[config.mk]
export PLATFORM = sky130hd
export DESIGN_NAME = sks_cell
export DESIGN_NICKNAME = d
export VERILOG_FILES = /design/src/sv/sorted_key_set_unit_macros.svh /design/src/sv/sks_pkg.sv /design/src/sv/sks_cell.sv
export SDC_FILE = /design/constraint.sdc
export NUM_CORES = 1
export LEC_CHECK = 0
export ABC_CLOCK_PERIOD_IN_PS = 9300
export BUFFER_PORTS_ARGS = -buffer_cell sky130_fd_sc_hd__buf_2
export CAP_MARGIN = 20
export CORE_AREA = 5 5 125 127
export CTS_CLUSTER_SIZE = 20
export DETAILED_ROUTE_END_ITERATION = 10
export DIE_AREA = 0 0 130 132
export MAX_ROUTING_LAYER = met4
export PLACE_DENSITY = 0.75
export SKIP_LAST_GASP = 1
export SYNTH_ARGS = -nofsm -noshare
export SYNTH_HDL_FRONTEND = slang
export SYNTH_SLANG_ARGS = --single-unit
[constraint.sdc]
create_clock -name clk -period 9.3 [get_ports clk]
set_input_delay 1.395 -clock clk [delete_from_list [all_inputs] [get_ports clk]]
set_output_delay 1.395 -clock clk [all_outputs]
set_load 0.01 [all_outputs]
[src/sv/sorted_key_set_unit_macros.svh]
// Assertion macros for the sorted key set unit.
// Used by sorted_key_set_unit.sv; no other dependencies.
`ifndef SORTED_KEY_SET_UNIT_MACROS_SVH
`define SORTED_KEY_SET_UNIT_MACROS_SVH

`ifndef SYNTHESIS
`define SKS_CHECK(label, cond, msg) \
  label: assert property (@(posedge clk) disable iff (rst) cond) else $error(msg);
`define SKS_CHECK_NEXT(label, ante, cons, msg) \
  label: assert property (@(posedge clk) disable iff (rst) ante |=> cons) else $error(msg);
`else
`define SKS_CHECK(label, cond, msg)
`define SKS_CHECK_NEXT(label, ante, cons, msg)
`endif

`endif

[src/sv/sks_pkg.sv]
// Shared types and constants for the sorted key set unit.
// No dependencies.
package sks_pkg;

  localparam int CAPACITY = 64;
  localparam int KEY_W    = 64;
  localparam int CNT_W    = $clog2(CAPACITY + 1);
  localparam int OUT_CNT_W = 7;

  localparam logic [1:0] REQ_ADD    = 2'd0;
  localparam logic [1:0] REQ_REMOVE = 2'd1;
  localparam logic [1:0] REQ_QUERY  = 2'd2;

  localparam logic [1:0] ST_DONE = 2'd0;
  localparam logic [1:0] ST_MISS = 2'd1;
  localparam logic [1:0] ST_FULL = 2'd2;

  typedef struct packed {
    logic [1:0]       req_type;
    logic [KEY_W-1:0] key;
  } request_t;

  typedef struct packed {
    logic [1:0]           status;
    logic                 found;
    logic [OUT_CNT_W-1:0] entry_count;
  } result_t;

  typedef struct packed {
    logic cmp;
    logic grow;
    logic shrink;
  } cell_ctrl_t;

endpackage

[src/sv/sks_cell.sv]
// One slot of the sorted key chain: holds a key and its valid bit,
// compares against a request key and shifts with its neighbors. Uses sks_pkg.
module sks_cell
  import sks_pkg::*;
(
  input  logic             clk,
  input  logic             rst,
  input  cell_ctrl_t       ctrl,
  input  logic [KEY_W-1:0] cmp_key,
  input  logic [KEY_W-1:0] new_key,
  input  logic [KEY_W-1:0] left_key,
  input  logic             left_lt,
  input  logic             left_valid,
  input  logic [KEY_W-1:0] right_key,
  input  logic             right_valid,
  output logic [KEY_W-1:0] key_out,
  output logic             valid,
  output logic             lt,
  output logic             eq
);

  logic [KEY_W-1:0] stored;

  assign key_out = stored;

  always_ff @(posedge clk) begin
    if (rst) begin
      valid <= 1'b0;
      lt    <= 1'b0;
      eq    <= 1'b0;
    end else begin
      if (ctrl.cmp) begin
        lt <= valid && (stored < cmp_key);
        eq <= valid && (stored == cmp_key);
      end
      if (ctrl.grow) begin
        valid <= left_valid;
      end else if (ctrl.shrink) begin
        valid <= right_valid;
      end
    end
  end

  always_ff @(posedge clk) begin
    if (ctrl.grow && !lt) begin
      stored <= left_lt ? new_key : left_key;
    end else if (ctrl.shrink && !lt) begin
      stored <= right_key;
    end
  end

endmodule

==> flow_metrics.tcl <==
set metrics [dict create \
    antenna_cells 0 \
    place_area_mm2 0.006814 \
    first_iter_violations 187 \
    worst-r2r-cell-count 7 \
    die_w_um 130 \
    syn-num-nets 849 \
    io_pins 331 \
    clockBufferDepth 2 \
    clock_latency_ns 0.33 \
    crit_fanout 3 \
    slew_headroom_pct 28.63 \
    core_area_mm2 0.01431 \
    final_cell_area_mm2 0.007102 \
    fmax_ghz 0.3047 \
    drcViolationCount 0 \
    worstMarginPinSlew_ns 1.071 \
    arrival_ns 3.54 \
    wirelength_um 16500 \
    rows 44 \
    syn_to_final_growth_pct 42.65 \
    min_period_over_period_pct 35.29 \
    cts_resized 0 \
    fin_nets 1171 \
    syn_area_per_cell_um2 9.556 \
    gp_congestion 0.8982 \
    synth_edf_count 64 \
    fillCellCount 1431 \
    synth_top_family_by_area "adder cells" \
    cp.required_ns 9.56 \
    cpMostUsedCell "nand4_1" \
    crit_buf_inv 2 \
    numCtsBuffers 9 \
    hp-class "reg -> reg" \
    yosysWarnings 0 \
    crit_family "simple AND/OR/NAND/NOR gates" \
    r2r_slack_ns 6.70 \
    synthFlopType "edfxtp_1" \
    maxCapViolations 0 \
    crit_chain "buf_2, inv_1, ha_1, nand4_1, nor4_2, nand4_1, or3_1, or4_1, a21oi_1" \
    critPathMaxStageDelay_ns 0.47 \
    wl_per_cell_um 15.99 \
    ys_ff_latch 67 \
    r2r-end "eq" \
    grt_first_pass_wirelength_um 24980 \
    ir_worst_vdd_mv 0.08955 \
    netlist_instances 521 \
    first_pass_iters 4 \
    skew_ns 0.005335 \
    cts_setup_buffers 0 \
    dieArea_mm2 0.01716 \
    clock_sinks 67 \
    cts.htree.levels 3 \
    p_per_area_mw_per_mm2 140.5 \
    initial_core_util_pct 34.78 \
    hold_path_end "eq" \
    holdBufCountCts 0 \
    synth.mux.area_fraction_pct 13.07 \
    grt_pass1_vias 4920 \
    fp.dieH_um 132 \
    finalSetupViolations 0 \
    synth_cell_type_count 37 \
    worstHoldStart "eq" \
    synth_area_mm2 0.004979 \
    status "complete, no violations" \
    root_buffer "clkbuf_16" \
    post-route-min-period_ns 3.282 \
    port_buffers 330 \
    rsz0062_at_grt "false" \
    dp_hpwl_um 13950 \
    crit_slowest_cell "or4_1" \
    cp-start-kind "input pin" \
    drive_gt1_share_pct 41.86 \
    drt-vias-per-instance 4.743 \
    drt.antenna.violating_nets 0 \
    ys_seq_area_share_pct 39.81 \
    path_class "in -> reg" \
    post_synth_and_or_nand_nor_area_fraction_pct 12.04 \
    synth_xor_area_share_pct 0 \
    gr-usage-all-layers_pct 19.33 \
    vias 4895 \
    cts_tree "done" \
    synth-compound-area-share_pct 12.59 \
    report.final.slew_viol_count 0 \
    end_kind "flop" \
    tns_ns 0 \
    rr_startpoint "key_out[39]" \
    synth-adder-area-share_pct 16.08 \
    whs_path_depth 2 \
    totalPowerFinal_uw 997.6 \
    grt-ovfl-total 0 \
    grt_max_degree 67 \
    power_leakage_uw 0.003804 \
    fin_util_pct 49.62 \
    synthArstFlopShare_pct 0 \
    clk_pin_slew_worst_paths_ns 0.06 \
    finalHoldViolCount 0 \
    antenna_found_initial 0 \
]
==> flip-flops by register name, summed over array words and instances, names as in the netlist <==
name / count
key_out: 64
eq: 1
lt: 1
valid: 1
==> placed cells by master, fill, tap and decap left out, drive strengths merged, types with 2 or more instances in the layout <==
cell and count:
or3 2, dfxtp 3, o21ai 71, nor2 10
nand3 10, ha 64, inv 64, nand4 11
o31ai 2, clkinvlp 2, and4 2, a211oi 3
buf 332, clkbuf 11, clkinv 2, a21o 4
a21oi 27, nand2b 4, edfxtp 64, mux2i 65
nand2 79, nor4 2
==> per-stage QoR <==
stage / cells / setup WS [ns] / hold WS, ns
3_3_place_gp: 1016 / 5.700 / 0.4793
4_1_cts: 1032 / 5.968 / 0.4878
3_5_place_dp: 1016 / 5.614 / 0.4794
2_1_floorplan: 521 / 4.679 / 0.4830
6_report: 1032 / 6.018 / 0.4780
5_1_grt: 1032 / 5.871 / 0.5036
==> synthesized netlist by cell type, drive strengths merged, types with 2 or more instances <==
library cell	n	area, µm²
nand2	79	296.5
o21ai	71	355.3
mux2i	65	650.6
edfxtp	64	1922
ha	64	800.8
inv	64	240.2
a21oi	27	135.1
clkbuf	15	56.30
nand4	11	96.34
nand3	10	50.05
nor2	10	37.54
buf	6	22.52
a21o	4	30.03
nand2b	4	25.02
a211oi	3	22.52
dfxtp	3	60.06
and4	2	17.52
nor4	2	25.02
o31ai	2	15.01
or3	2	17.52
==> worst reg2reg max path, delay by kind of cell, from the launching register on <==
family                     cells  cell delay [ns]
AOI/OAI and AO/OA              1             0.15
adders and majority gates      1             0.35
DFF                            1             0.45
and+or+nand+nor                5             1.57
==> final cells by class <==
| class | instances | area [µm²] | area share, % |
|---|---|---|---|
| clock buffers | 11 | 232.7 | 3.277 |
| clock inverters | 5 | 55.05 | 0.7752 |
| inverters | 64 | 240.2 | 3.383 |
| multi-input cells | 369 | 2693 | 37.91 |
| flip-flops and latches | 67 | 1982 | 27.91 |
| well taps | 184 | 230.2 | 3.242 |
| repair buffers | 332 | 1669 | 23.50 |
==> routing by layer <==
metal | global-route usage [%] | vias up | routed length [µm]
li1 | - | 2502 | -
met1 | 21.98 | 2217 | 6542
met2 | 33.98 | 162 | 8756
met3 | 4.619 | 14 | 981
met4 | 4.734 | 0 | 223
met5 | - | - | 0
==> power breakdown <==
group          switching (µW)  total [µW]  leakage (µW)  internal, µW
Clock                     127         333      0.000136           207
Sequential               20.8         394      0.000686           374
Combinational             144         270       0.00298           126
Total                     291         998       0.00380           706
==> worst max-delay path by stage <==
stage | slack (ns) | endpoint | depth (start not counted) | startpoint
3_5_place_dp | 5.61 | eq | 9 | cmp_key[39]
3_3_place_gp | 5.70 | eq | 9 | cmp_key[37]
4_1_cts | 5.97 | eq | 9 | cmp_key[39]
5_1_grt | 5.87 | eq | 9 | cmp_key[39]
6_report | 6.02 | eq | 9 | cmp_key[39]
2_1_floorplan | 4.68 | key_out[0] | 2 | ctrl[1]
==> cell families after synthesis <==
| group | count (synthesis) |
|---|---|
| flops | 67 |
| mux | 65 |
| buf+inv | 85 |
| simple gates | 125 |
| compound gates | 115 |
| fa+ha+maj | 64 |
Note: power is estimated with default switching activity, not from simulation.
